### src/rtl/core/spd_pkg.sv
// Package: shared constants, types and functions of the sensor packet deframer.
`timescale 1ns / 1ps
package spd_pkg;
  localparam int PACKET_BYTES_DEF = 33;
  localparam logic [7:0] SYNC0 = 8'h55;
  localparam logic [7:0] SYNC1 = 8'hAA;
  localparam logic [15:0] CRC_INIT = 16'hFFFF;
  localparam logic [15:0] CRC_POLY = 16'h1021;
  localparam logic [7:0] VERSION_RESET = 8'd1;

  localparam logic OP_PUSH = 1'b0;
  localparam logic OP_CLEAR = 1'b1;

  localparam logic [2:0] OUT_NONE = 3'd0;
  localparam logic [2:0] OUT_VALID = 3'd1;
  localparam logic [2:0] OUT_VERSION = 3'd2;
  localparam logic [2:0] OUT_CRC = 3'd3;
  localparam logic [2:0] OUT_SKIP = 3'd4;

  typedef struct packed {
    logic [2:0] outcome;
    logic [31:0] pkt_counter;
    logic [63:0] stamp_usec;
    logic [31:0] interval_us;
    logic signed [15:0] left_dx;
    logic signed [15:0] left_dy;
    logic [7:0] left_quality;
    logic [7:0] left_status;
    logic signed [15:0] right_dx;
    logic signed [15:0] right_dy;
    logic [7:0] right_quality;
    logic [7:0] right_status;
  } result_t;

  // One byte of CRC-16/CCITT-FALSE, MSB first.
  function automatic logic [15:0] crc_byte(input logic [15:0] crc_in, input logic [7:0] b);
    logic [15:0] c;
    c = crc_in ^ {b, 8'h00};
    for (int i = 0; i < 8; i++) begin
      c = c[15] ? ((c << 1) ^ CRC_POLY) : (c << 1);
    end
    return c;
  endfunction
endpackage

### src/rtl/core/spd_if.sv
// Interfaces: valid/ready channels for input bytes and decoded results.
`timescale 1ns / 1ps
interface spd_in_if;
  logic valid;
  logic ready;
  logic operation;
  logic [7:0] data_byte;
  modport source (output valid, output operation, output data_byte, input ready);
  modport sink (input valid, input operation, input data_byte, output ready);
endinterface

interface spd_out_if;
  logic valid;
  logic ready;
  spd_pkg::result_t payload;
  modport source (output valid, output payload, input ready);
  modport sink (input valid, input payload, output ready);
endinterface

### src/rtl/core/spd_ram.sv
// Generic single-port-write, single-read RAM with registered read.
`timescale 1ns / 1ps
module spd_ram #(
  parameter int WIDTH = 8,
  parameter int DEPTH = 33
) (
  input  logic clk,
  input  logic we,
  input  logic [$clog2(DEPTH)-1:0] waddr,
  input  logic [WIDTH-1:0] wdata,
  input  logic [$clog2(DEPTH)-1:0] raddr,
  output logic [WIDTH-1:0] rdata
);
  logic [WIDTH-1:0] mem [DEPTH];
  always_ff @(posedge clk) begin
    if (we) mem[waddr] <= wdata;
    rdata <= mem[raddr];
  end
endmodule

### src/rtl/core/spd_judge.sv
// Sequencer: stores bytes in the ring, scans a full window, checks and decodes it.
`timescale 1ns / 1ps
module spd_judge #(
  parameter int PACKET_BYTES = spd_pkg::PACKET_BYTES_DEF
) (
  input  logic clk,
  input  logic rst,
  input  logic [7:0] packet_version,
  spd_in_if.sink  in_ch,
  spd_out_if.source out_ch
);
  localparam int AW = $clog2(PACKET_BYTES);
  localparam int CW = $clog2(PACKET_BYTES + 1);
  localparam int CRC_SPAN = PACKET_BYTES - 2;
  localparam int FIELD_BITS = $bits(spd_pkg::result_t) - 3;

  typedef enum logic [1:0] {S_IDLE, S_SCAN, S_DONE} state_t;
  state_t state;

  logic [AW-1:0] head;       // slot of the oldest byte
  logic [CW-1:0] fill_count;
  logic [CW-1:0] consume_count;
  logic [CW-1:0] rd_idx;     // window offset being read
  logic [CW-1:0] got_idx;    // window offset of rdata
  logic          got_valid;
  logic [15:0]   crc;
  logic [15:0]   crc_rx;
  logic          bad_hdr, bad_ver;
  spd_pkg::result_t res;
  logic [7:0]    rdata;
  logic          we;
  logic [AW-1:0] raddr;

  function automatic logic [AW-1:0] wrap(input logic [CW:0] v);
    logic [CW:0] r;
    r = (v >= (CW+1)'(PACKET_BYTES)) ? v - (CW+1)'(PACKET_BYTES) : v;
    return r[AW-1:0];
  endfunction

  assign we = in_ch.valid && in_ch.ready && (in_ch.operation == spd_pkg::OP_PUSH);
  assign raddr = wrap({1'b0, head} + (CW+1)'(rd_idx));
  assign in_ch.ready = (state == S_IDLE) && !out_ch.valid;

  spd_ram #(.WIDTH(8), .DEPTH(PACKET_BYTES)) u_ram (
    .clk(clk), .we(we), .waddr(head), .wdata(in_ch.data_byte),
    .raddr(raddr), .rdata(rdata)
  );

  always_ff @(posedge clk) begin
    if (rst) begin
      state <= S_IDLE;
      head <= '0;
      fill_count <= '0;
      consume_count <= '0;
      out_ch.valid <= 1'b0;
      got_valid <= 1'b0;
    end else begin
      if (out_ch.valid && out_ch.ready) out_ch.valid <= 1'b0;
      case (state)
        S_IDLE: begin
          if (in_ch.valid && in_ch.ready) begin
            res <= '0;
            if (in_ch.operation == spd_pkg::OP_CLEAR) begin
              fill_count <= '0;
              consume_count <= '0;
              out_ch.valid <= 1'b1;
            end else begin
              // new byte overwrites the oldest slot; head then points at new oldest
              head <= wrap({1'b0, head} + (CW+1)'(1));
              if (fill_count < CW'(PACKET_BYTES) - CW'(1)) begin
                fill_count <= fill_count + CW'(1);
                out_ch.valid <= 1'b1;
              end else begin
                fill_count <= CW'(PACKET_BYTES);
                if (consume_count != '0) begin
                  consume_count <= consume_count - CW'(1);
                  out_ch.valid <= 1'b1;
                end else begin
                  state <= S_SCAN;
                  rd_idx <= '0;
                  got_valid <= 1'b0;
                  crc <= spd_pkg::CRC_INIT;
                  bad_hdr <= 1'b0;
                  bad_ver <= 1'b0;
                end
              end
            end
          end
        end
        S_SCAN: begin
          if (rd_idx < CW'(PACKET_BYTES)) rd_idx <= rd_idx + CW'(1);
          got_idx <= rd_idx;
          got_valid <= rd_idx < CW'(PACKET_BYTES);
          if (got_valid) begin
            if (got_idx < CW'(CRC_SPAN)) crc <= spd_pkg::crc_byte(crc, rdata);
            if (got_idx == CW'(0) && rdata != spd_pkg::SYNC0) bad_hdr <= 1'b1;
            if (got_idx == CW'(1) && rdata != spd_pkg::SYNC1) bad_hdr <= 1'b1;
            if (got_idx == CW'(2) && rdata != packet_version) bad_ver <= 1'b1;
            if (got_idx == CW'(CRC_SPAN)) crc_rx[7:0] <= rdata;
            if (got_idx == CW'(CRC_SPAN + 1)) crc_rx[15:8] <= rdata;
            case (got_idx)
              CW'(3):  res.pkt_counter[7:0]   <= rdata;
              CW'(4):  res.pkt_counter[15:8]  <= rdata;
              CW'(5):  res.pkt_counter[23:16] <= rdata;
              CW'(6):  res.pkt_counter[31:24] <= rdata;
              CW'(7):  res.stamp_usec[7:0]   <= rdata;
              CW'(8):  res.stamp_usec[15:8]  <= rdata;
              CW'(9):  res.stamp_usec[23:16] <= rdata;
              CW'(10): res.stamp_usec[31:24] <= rdata;
              CW'(11): res.stamp_usec[39:32] <= rdata;
              CW'(12): res.stamp_usec[47:40] <= rdata;
              CW'(13): res.stamp_usec[55:48] <= rdata;
              CW'(14): res.stamp_usec[63:56] <= rdata;
              CW'(15): res.interval_us[7:0]   <= rdata;
              CW'(16): res.interval_us[15:8]  <= rdata;
              CW'(17): res.interval_us[23:16] <= rdata;
              CW'(18): res.interval_us[31:24] <= rdata;
              CW'(19): res.left_dx[7:0]  <= rdata;
              CW'(20): res.left_dx[15:8] <= rdata;
              CW'(21): res.left_dy[7:0]  <= rdata;
              CW'(22): res.left_dy[15:8] <= rdata;
              CW'(23): res.left_quality  <= rdata;
              CW'(24): res.left_status   <= rdata;
              CW'(25): res.right_dx[7:0]  <= rdata;
              CW'(26): res.right_dx[15:8] <= rdata;
              CW'(27): res.right_dy[7:0]  <= rdata;
              CW'(28): res.right_dy[15:8] <= rdata;
              CW'(29): res.right_quality <= rdata;
              CW'(30): res.right_status  <= rdata;
              default: ;
            endcase
            if (got_idx == CW'(PACKET_BYTES - 1)) state <= S_DONE;
          end
        end
        S_DONE: begin
          // judge in priority order: header, version, crc
          if (bad_hdr) begin
            res <= {spd_pkg::OUT_SKIP, FIELD_BITS'(0)};
          end else if (bad_ver) begin
            res <= {spd_pkg::OUT_VERSION, FIELD_BITS'(0)};
          end else if (crc != crc_rx) begin
            res <= {spd_pkg::OUT_CRC, FIELD_BITS'(0)};
          end else begin
            res.outcome <= spd_pkg::OUT_VALID;
            consume_count <= CW'(PACKET_BYTES - 1);
          end
          out_ch.valid <= 1'b1;
          state <= S_IDLE;
        end
        default: state <= S_IDLE;
      endcase
    end
  end

  assign out_ch.payload = res;
endmodule

### src/rtl/core/sensor_packet_deframer_crc16_top.sv
// Top level: sensor packet deframer with CRC-16/CCITT-FALSE check.
//
//  channel  | dir | transaction payload
//  ---------+-----+-------------------------------------------------
//  in_ch    | in  | operation (push/clear), data_byte
//  out_ch   | out | outcome and eleven decoded packet fields
//  cfg      | in  | cfg_we / cfg_data -> packet_version
//
// Clear items and bytes that judge nothing give a registered result straight from idle.
// A judged window is scanned: one RAM read per byte feeds the byte-serial CRC
// and decode, then a judge state sets the outcome and the result is registered.
// Reset (rst, synchronous) empties the window and sets packet_version to 1.
// The block takes one transaction at a time; a held result stalls input.
`timescale 1ns / 1ps
module sensor_packet_deframer_crc16_top #(
  parameter int PACKET_BYTES = spd_pkg::PACKET_BYTES_DEF
) (
  input  logic clk,
  input  logic rst,
  input  logic cfg_we,
  input  logic [7:0] cfg_data,
  spd_in_if.sink  in_ch,
  spd_out_if.source out_ch
);
  logic [7:0] packet_version;

  // Hold the version register; software must write it only while idle (not enforced here).
  always_ff @(posedge clk) begin
    if (rst) packet_version <= spd_pkg::VERSION_RESET;
    else if (cfg_we) packet_version <= cfg_data;
  end

  spd_judge #(.PACKET_BYTES(PACKET_BYTES)) u_judge (
    .clk(clk), .rst(rst), .packet_version(packet_version),
    .in_ch(in_ch), .out_ch(out_ch)
  );

  // Never accept input while a result waits.
  a_no_accept_busy: assert property (@(posedge clk) disable iff (rst)
    out_ch.valid && !out_ch.ready |=> !(in_ch.valid && in_ch.ready) || !out_ch.valid)
    else $error("input accepted while result pending");

  // Decoded fields stay zero unless the packet was valid (checked on pkt_counter and stamp_usec).
  a_zero_fields: assert property (@(posedge clk) disable iff (rst)
    out_ch.valid && out_ch.payload.outcome != spd_pkg::OUT_VALID
      |-> out_ch.payload.pkt_counter == '0 && out_ch.payload.stamp_usec == '0)
    else $error("fields nonzero on invalid outcome");

  // Outcome code stays in range.
  a_outcome_range: assert property (@(posedge clk) disable iff (rst)
    out_ch.valid |-> out_ch.payload.outcome <= spd_pkg::OUT_SKIP)
    else $error("outcome code out of range");
endmodule

### src/flat_wrapper.sv
// flat-port wrapper written by rule: the top's interface ports become plain ports
module sensor_packet_deframer_crc16_top_flat 
#(
  parameter int PACKET_BYTES = spd_pkg::PACKET_BYTES_DEF
)
  (clk, rst, cfg_we, cfg_data, in_ch_valid, in_ch_operation, in_ch_data_byte, in_ch_ready, out_ch_valid, out_ch_payload, out_ch_ready);
  spd_in_if in_ch_i ();
  spd_out_if out_ch_i ();
  input  logic clk;
  input  logic rst;
  input  logic cfg_we;
  input  logic [7:0] cfg_data;
  input wire logic [$bits(in_ch_i.valid)-1:0] in_ch_valid;
  input wire logic [$bits(in_ch_i.operation)-1:0] in_ch_operation;
  input wire logic [$bits(in_ch_i.data_byte)-1:0] in_ch_data_byte;
  output wire logic [$bits(in_ch_i.ready)-1:0] in_ch_ready;
  output wire logic [$bits(out_ch_i.valid)-1:0] out_ch_valid;
  output wire logic [$bits(out_ch_i.payload)-1:0] out_ch_payload;
  input wire logic [$bits(out_ch_i.ready)-1:0] out_ch_ready;
  assign in_ch_i.valid = in_ch_valid;
  assign in_ch_i.operation = in_ch_operation;
  assign in_ch_i.data_byte = in_ch_data_byte;
  assign in_ch_ready = in_ch_i.ready;
  assign out_ch_valid = out_ch_i.valid;
  assign out_ch_payload = out_ch_i.payload;
  assign out_ch_i.ready = out_ch_ready;
  sensor_packet_deframer_crc16_top #(.PACKET_BYTES(PACKET_BYTES)) u_core (.clk(clk), .rst(rst), .cfg_we(cfg_we), .cfg_data(cfg_data), .in_ch(in_ch_i), .out_ch(out_ch_i));
endmodule
### config.mk
export PLATFORM = sky130hd
export DESIGN_NAME = sensor_packet_deframer_crc16_top_flat
export DESIGN_NICKNAME = d
export VERILOG_FILES = /design/src/rtl/core/spd_pkg.sv /design/src/rtl/core/spd_if.sv /design/src/rtl/core/spd_ram.sv /design/src/rtl/core/spd_judge.sv /design/src/rtl/core/sensor_packet_deframer_crc16_top.sv /design/src/flat_wrapper.sv
export SDC_FILE = /design/constraint.sdc
export NUM_CORES = 1
export LEC_CHECK = 0
export BUFFER_PORTS_ARGS = -buffer_cell sky130_fd_sc_hd__buf_2
export CORE_ASPECT_RATIO = 2
export CORE_MARGIN = 10
export CORE_UTILIZATION = 40
export DETAILED_ROUTE_END_ITERATION = 8
export GPL_TIMING_DRIVEN = 0
export HOLD_SLACK_MARGIN = 0.08
export PLACE_DENSITY = 0.61
export SLEW_MARGIN = 20
export SYNTH_ARGS = -nofsm -noshare
export SYNTH_HDL_FRONTEND = slang
export SYNTH_SLANG_ARGS = --single-unit
### constraint.sdc
create_clock -name clk -period 3.57 [get_ports clk]
set_input_delay 0 -clock clk [delete_from_list [all_inputs] [get_ports clk]]
set_output_delay 0 -clock clk [all_outputs]
set_load 0.01 [all_outputs]
==> impl_metrics.env, run 1 <==
export IMPL_clkLatencyLatePin_ns=0.60
export IMPL_io_pins=251
export IMPL_grt_pass1_wl_um=112000
export IMPL_setup_worst_path_start="u_core.u_judge.rd_idx[0]"
export IMPL_layout_setup_ws_ns=-0.519
export IMPL_grt_antenna_before_repair=1
export IMPL_post_route_util_pct=50.9
export IMPL_timing_rr_end="u_core.u_judge.u_ram.rdata[3]"
export IMPL_vias=15600
export IMPL_io_buffers=249
export IMPL_cts_clk_slew_worst_paths_ns=0.07
export IMPL_drtAntennaViolNets=0
export IMPL_ys_seq_area_share_pct=72.8
export IMPL_dp_hpwl_um=57300
export IMPL_fin_nets=1980
export IMPL_hold_ws_ns=0.486
export IMPL_worst_slew_pin_slew_ns=1.20
export IMPL_htreeDepth=2
export IMPL_routed_via_density=5.71
export IMPL_routabilityCongestion=0.956
export IMPL_setup_viol=8
export IMPL_maxCapViolations=0
export IMPL_syn_inst=1555
export IMPL_clock_skew_ns=0.0257
export IMPL_drtIter0Drc=1016
export IMPL_ys_warn_count=0
export IMPL_drv_slew=0
export IMPL_r2r_start="u_core.u_judge.rd_idx[0]"
export IMPL_synth_seq_cells=575
export IMPL_start_util_pct=40.5
export IMPL_first_global_vias=16300
export IMPL_synth_edf_count=537
export IMPL_grt_max_degree=34
export IMPL_pwr_share_seq_pct=51.4
export IMPL_root_buffer="clkbuf_16"
export IMPL_endpoint="u_core.u_judge.u_ram.rdata[3]"
export IMPL_fin_crit_sh_pct=115
export IMPL_fmax_mhz=245
export IMPL_switching_power_mw=3.59
export IMPL_start_kind="flop"
export IMPL_area_growth_pct=25.7
export IMPL_syn_nets=1593
export IMPL_cts_max_path_buffers=3
export IMPL_hp_class="in -> reg"
export IMPL_finalWirelength_um=78800
export IMPL_fillers=4853
export IMPL_combinationalPowerShare_pct=11.6
export IMPL_netlist_area_um2=23200
export IMPL_fp_dieW_um=190
export IMPL_die_area_um2=68600
export IMPL_synth_top_area_share_pct=69.5
export IMPL_grtUsageTotal_pct=22.3
export IMPL_p_clk_share_pct=37.0
export IMPL_ys_flop_type="edfxtp_1"
export IMPL_cp_max_fo=4
export IMPL_status="finished with violations"
export IMPL_crit_required_ns=4.02
export IMPL_cp_end_kind="flop"
export IMPL_synth_largest_area_cell="edfxtp_1"
export IMPL_max_slew_margin_rel_pct=20.0
export IMPL_drc=0
export IMPL_routedWlPerCell_um=28.8
export IMPL_path_class="reg -> reg"
export IMPL_antenna_cells=0
export IMPL_cts_tree="done"
export IMPL_swShare_pct=24.4
export IMPL_die_h_um=361
export IMPL_critPathArrivalTime_ns=4.54
export IMPL_num_rows=124
export IMPL_drive_above_1_share_pct=31.0
export IMPL_syn_avg_cell_area_um2=14.9
export IMPL_r2r_setup_slack_ns=-0.52
export IMPL_powerDensity_nw_per_um2=505
export IMPL_ir_worst_vdd_mv=0.366
export IMPL_fin_crit_ns=4.09
export IMPL_p_leak_nw=10.1
export IMPL_grt_setup_unrepaired="true"
export IMPL_clkSinkCount=575
export IMPL_post_place_ws_ns=-2.59
export IMPL_finalHoldViolCount=0
export IMPL_r2r_cells=18
export IMPL_core_area_um2=57200
export IMPL_grt_ovfl_total=0
export IMPL_violations="setup timing"
export IMPL_async_flop_share_pct=0
export IMPL_internal_power_mw=11.1
export IMPL_ys_top_cells_by_area="edfxtp_1 70%, dfxtp_1 3.3%, mux2i_1 2.3%, nand2_1 2.0%, nor2_1 1.8%"
export IMPL_cts_inserted_buffers=48
export IMPL_firstDrtPassIters=5
export IMPL_ys_types=78
[cell usage after synthesis (5+ instances only)]
cell / n
nand3_1: 35
mux2_2: 18
mux4_2: 12
nand2b_1: 14
dfxtp_1: 38
nand2_1: 124
nor4_1: 6
o21ai_0: 34
edfxtp_1: 537
xnor2_1: 33
or3_1: 6
and2_1: 14
nor3_1: 32
nand4_1: 13
o22ai_1: 42
a21oi_1: 72
o21a_1: 6
a31oi_1: 6
xor2_1: 32
clkbuf_1: 58
mux2i_1: 54
a21o_1: 5
nor3b_1: 5
a311oi_1: 13
inv_1: 17
a2111oi_0: 6
a211oi_1: 25
nor2_1: 113
a221oi_1: 15
ha_1: 15
buf_1: 7
o221ai_1: 40
buf_2: 16
nor2b_1: 9
[metrics by stage]
stage	power (mW)	instance area, um^2	std cells	TNS, ns
after floorplan	8.44	23200	1555	0
after CTS	14.7	28900	2726	-1.54
final	14.7	29200	2736	-2.96
after global routing	15.2	29200	2736	-3.39
after global placement	9.04	25400	2560	-26.84
after detailed placement	9.06	25500	2564	-18.19
[final cells by class]
class | instances | area, um^2 | share of cell area, %
multi-input combinational | 877 | 6750 | 23.2
clock buffer | 65 | 1330 | 4.55
clock inverter | 23 | 278 | 0.953
inverter | 17 | 63.8 | 0.219
tap | 756 | 946 | 3.24
buffer | 82 | 697 | 2.39
sequential | 575 | 16900 | 57.9
timing repair buffer | 341 | 2200 | 7.55
[state kept, by name (all words and copies together), names as in the netlist]
register                       count
u_core.packet_version              8
u_core.u_judge.bad_hdr             1
u_core.u_judge.bad_ver             1
u_core.u_judge.consume_count       6
u_core.u_judge.crc                16
u_core.u_judge.crc_rx             16
u_core.u_judge.fill_count          6
u_core.u_judge.got_idx             6
u_core.u_judge.got_valid           1
u_core.u_judge.head                6
u_core.u_judge.out_ch.payload    227
u_core.u_judge.out_ch.valid        1
u_core.u_judge.rd_idx              6
u_core.u_judge.state               2
u_core.u_judge.u_ram.mem         264
u_core.u_judge.u_ram.rdata         8
[cell usage in the layout (no fill, tap or decap), types with 32 or more instances in the layout]
cell type / instances
dfxtp_1: 34
xnor2_1: 32
nand2_1: 117
dlygate4sd3_1: 32
clkbuf_1: 43
a21oi_1: 62
nand3_1: 32
nor2_1: 93
o22ai_1: 39
o221ai_1: 37
clkbuf_16: 54
mux2i_1: 49
buf_4: 43
buf_2: 252
edfxtp_1: 537
[worst max-delay path: stages, from the launching register on]
cell,delay (ns)
edfxtp_1,0.40
ha_4,0.15
inv_2,0.04
fa_2,0.35
and2b_2,0.30
o221ai_4,0.12
a21oi_2,0.22
buf_4,0.15
nand4bb_4,0.15
a21oi_4,0.08
or2_1,0.26
buf_8,0.14
buf_12,0.13
bufbuf_16,0.28
buf_4,0.13
a211oi_2,0.20
o22ai_2,0.16
a2111oi_4,0.57
a211oi_2,0.11
[worst min-delay path by stage]
stage                             from                              end  slack, ns  depth (start not counted)
finish                             rst  u_core.u_judge.consume_count[2]       0.49                          4
global placement           cfg_data[0]         u_core.packet_version[0]       0.25                          2
floorplan           in_ch_data_byte[0]   u_core.u_judge.u_ram.mem[0][0]        0.1                          0
CTS                                rst  u_core.u_judge.consume_count[2]       0.44                          4
detailed placement         cfg_data[0]         u_core.packet_version[0]       0.25                          2
global route                       rst  u_core.u_judge.consume_count[3]       0.50                          4
[metal layers]
| metal | global-route usage [%] | share of wire [%] |
|---|---|---|
| met5 | 0 | 0.017 |
| met4 | 18.1 | 8.8 |
| met3 | 4.72 | 6.8 |
| met2 | 41.2 | 53 |
| met1 | 20.4 | 32 |
[cell families (layout without fill, tap and decap cells)]
group	count (synthesis)	in the layout	share of synthesized area (%)
muxes	84	84	4.37
buffers and inverters	103	528	1.87
adders and majority gates	16	16	0.896
DFF	575	575	72.8
and+or+nand+nor	401	401	8.20
xor gates and xnor gates	66	66	2.52
AOI/OAI and AO/OA	310	310	9.33
[power by group through the flow]
stage / clock [mW] / combinational (mW) / sequential [mW]
finish: 5.45 / 1.71 / 7.57
global route: 5.81 / 1.79 / 7.57
CTS: 5.53 / 1.64 / 7.57
detailed placement: 0 / 1.34 / 7.72
global placement: 0 / 1.32 / 7.71
floorplan: 0 / 0.708 / 7.74
[repair_timing]
action	in CTS	in global routing
pin swaps	51	20
resized for setup	244	43
gates cloned	3	1
hold buffers	32	0
hold endpoints to repair	298	0
setup endpoints to repair	8	178
setup buffers	42	11
(Power assumes the default switching activity.)
==> run 2: changes to the inputs <==
- CORE_ASPECT_RATIO: 2 -> 1.2
- CTS_BUF_LIST: not set -> sky130_fd_sc_hd__clkbuf_16
- PLACE_DENSITY: 0.61 -> not set
==> impl_metrics.env, run 2 (synthesis gave the netlist of run 1 again) <==
export IMPL_path_class="reg -> reg"
export IMPL_dp_cells=2544
export IMPL_path_cells="ha_2 > inv_2 > fa_2 > and2b_2 > o22ai_4 > xnor2_2 > and4bb_4 > nor3_4 > or2_4 > buf_12 > mux4_2 > mux2_4 > a221oi_4 > a2111oi_4"
export IMPL_cp_num_buf_inv=2
export IMPL_drc=0
export IMPL_layout_common_cells="537 x edfxtp_1, 254 x buf_2, 118 x nand2_1, 98 x nor2_1, 58 x clkbuf_16"
export IMPL_drtIter0Drc=1625
export IMPL_htreeDepth=2
export IMPL_num_rows=96
export IMPL_design_area_um2=29100
export IMPL_placed_area_um2=25500
export IMPL_grt_antenna_before_repair=0
export IMPL_first_global_vias=15500
export IMPL_clkLatencyLatePin_ns=0.63
export IMPL_dp_hpwl_um=48900
export IMPL_min_path_cells=3
export IMPL_critPathArrivalTime_ns=4.43
export IMPL_drive_above_1_share_pct=30.4
export IMPL_top_regs="u_core.u_judge.u_ram.mem x264, u_core.u_judge.out_ch.payload x227"
export IMPL_cp_end_kind="flop"
export IMPL_grtUsageTotal_pct=20.1
export IMPL_routabilityCongestion=0.927
export IMPL_grt_pass1_wl_um=103000
export IMPL_setup_viol=8
export IMPL_cts_max_path_buffers=3
export IMPL_power_mw=15.2
export IMPL_r2r_setup_slack_ns=-0.41
export IMPL_cts_inserted_buffers=55
export IMPL_hold_start="rst"
export IMPL_fp_dieW_um=240
export IMPL_drv_slew=0
export IMPL_routedWlPerCell_um=26.1
export IMPL_die_h_um=284
export IMPL_hp_class="in -> reg"
export IMPL_io_pins=251
export IMPL_violations="setup timing"
export IMPL_r2r_cells=14
export IMPL_r2r_start="u_core.u_judge.rd_idx[0]"
export IMPL_maxCapViolations=0
export IMPL_post_place_ws_ns=-2.26
export IMPL_p_leak_nw=10.1
export IMPL_fin_crit_sh_pct=111
export IMPL_cpPeakStageDelay_ns=0.51
export IMPL_finalWirelength_um=71200
export IMPL_worst_slew_pin_slew_ns=1.10
export IMPL_setup_worst_path_start="u_core.u_judge.rd_idx[0]"
export IMPL_start_util_pct=40.5
export IMPL_routed_via_density=5.75
export IMPL_root_buffer="clkbuf_16"
export IMPL_antenna_cells=0
export IMPL_fin_nets=1983
export IMPL_mostFrequentLayoutCell="edfxtp_1"
export IMPL_die_area_um2=68100
export IMPL_drtAntennaViolNets=0
export IMPL_hold_ws_ns=0.462
export IMPL_cts_tree="done"
export IMPL_ir_worst_vdd_mv=0.438
export IMPL_grt_ovfl_total=0
export IMPL_layout_setup_ws_ns=-0.406
export IMPL_cts_clk_slew_worst_paths_ns=0.06
export IMPL_vias=15700
export IMPL_cp_max_fo=6
export IMPL_fin_crit_ns=3.98
export IMPL_fin_cells=2725
export IMPL_crit_required_ns=4.03
export IMPL_fin_setup_tns_ns=-2.52
export IMPL_critPathTopFamily="simple AND/OR/NAND/NOR gates"
export IMPL_firstDrtPassIters=7
export IMPL_clock_skew_ns=0.0344
export IMPL_io_buffers=249
export IMPL_grt_setup_unrepaired="true"
export IMPL_regMostFlops="u_core.u_judge.u_ram.mem"
export IMPL_grt_max_degree=34
export IMPL_max_slew_margin_rel_pct=26.6
export IMPL_post_route_util_pct=50.8
export IMPL_core_area_um2=57300
export IMPL_powerDensity_nw_per_um2=520
export IMPL_holdPathEnd="u_core.u_judge.got_idx[2]"
export IMPL_timing_rr_end="u_core.u_judge.u_ram.rdata[6]"
export IMPL_area_growth_pct=25.6
export IMPL_status="finished with violations"
export IMPL_slowest_stage="mux4_2"
export IMPL_fmax_mhz=252
export IMPL_clkSinkCount=575
export IMPL_start_kind="flop"
export IMPL_finalHoldViolCount=0
export IMPL_largest_reg_flops=264
run 2: cell type report:
type                       count  area, um^2
sequential                   575       16900
multi-input combinational    877        6680
clock inverter                47         472
timing repair buffer         335        2070
tap                          735         920
buffer                        84         647
fill                        4779       28200
inverter                      17        67.6
clock buffer                  55        1380
run 2: metal layers:
layer	share of wire (%)	vias up	routed length, um	GRT usage [%]
li1	-	6853	-	-
met3	9.1	185	6480	4.12
met2	49	845	34700	34.3
met4	4.1	0	2900	7.92
met5	0	-	0	0
met1	38	7787	27200	24.3
run 2: worst max path at each step:
stage                                          to  cells after the start
floorplan           u_core.u_judge.u_ram.rdata[6]                     14
global placement    u_core.u_judge.u_ram.rdata[4]                     14
detailed placement  u_core.u_judge.u_ram.rdata[3]                     14
CTS                 u_core.u_judge.u_ram.rdata[6]                     14
global route        u_core.u_judge.u_ram.rdata[6]                     14
finish              u_core.u_judge.u_ram.rdata[6]                     14
run 2: repair_timing:
item,CTS,global route
gates cloned,0,1
setup buffers,37,11
pin swaps,37,23
endpoints found under the setup margin,8,150
endpoints found under the hold margin,299,0
gates resized for setup,192,58
hold buffers,32,0
run 2: report_power, final:
group	switching (mW)	internal [mW]	leakage [nW]	total [mW]
combinational	0.971	0.609	3.91	1.58
clock	2.54	3.46	0.945	6.01
sequential	0.0844	7.49	5.27	7.57
total	3.60	11.6	10.1	15.2
run 2: tightest hold or removal path, stage by stage:
cell and delay [ns]:
dlygate4sd3_1 0.56, buf_2 0.18, nor2_1 0.15
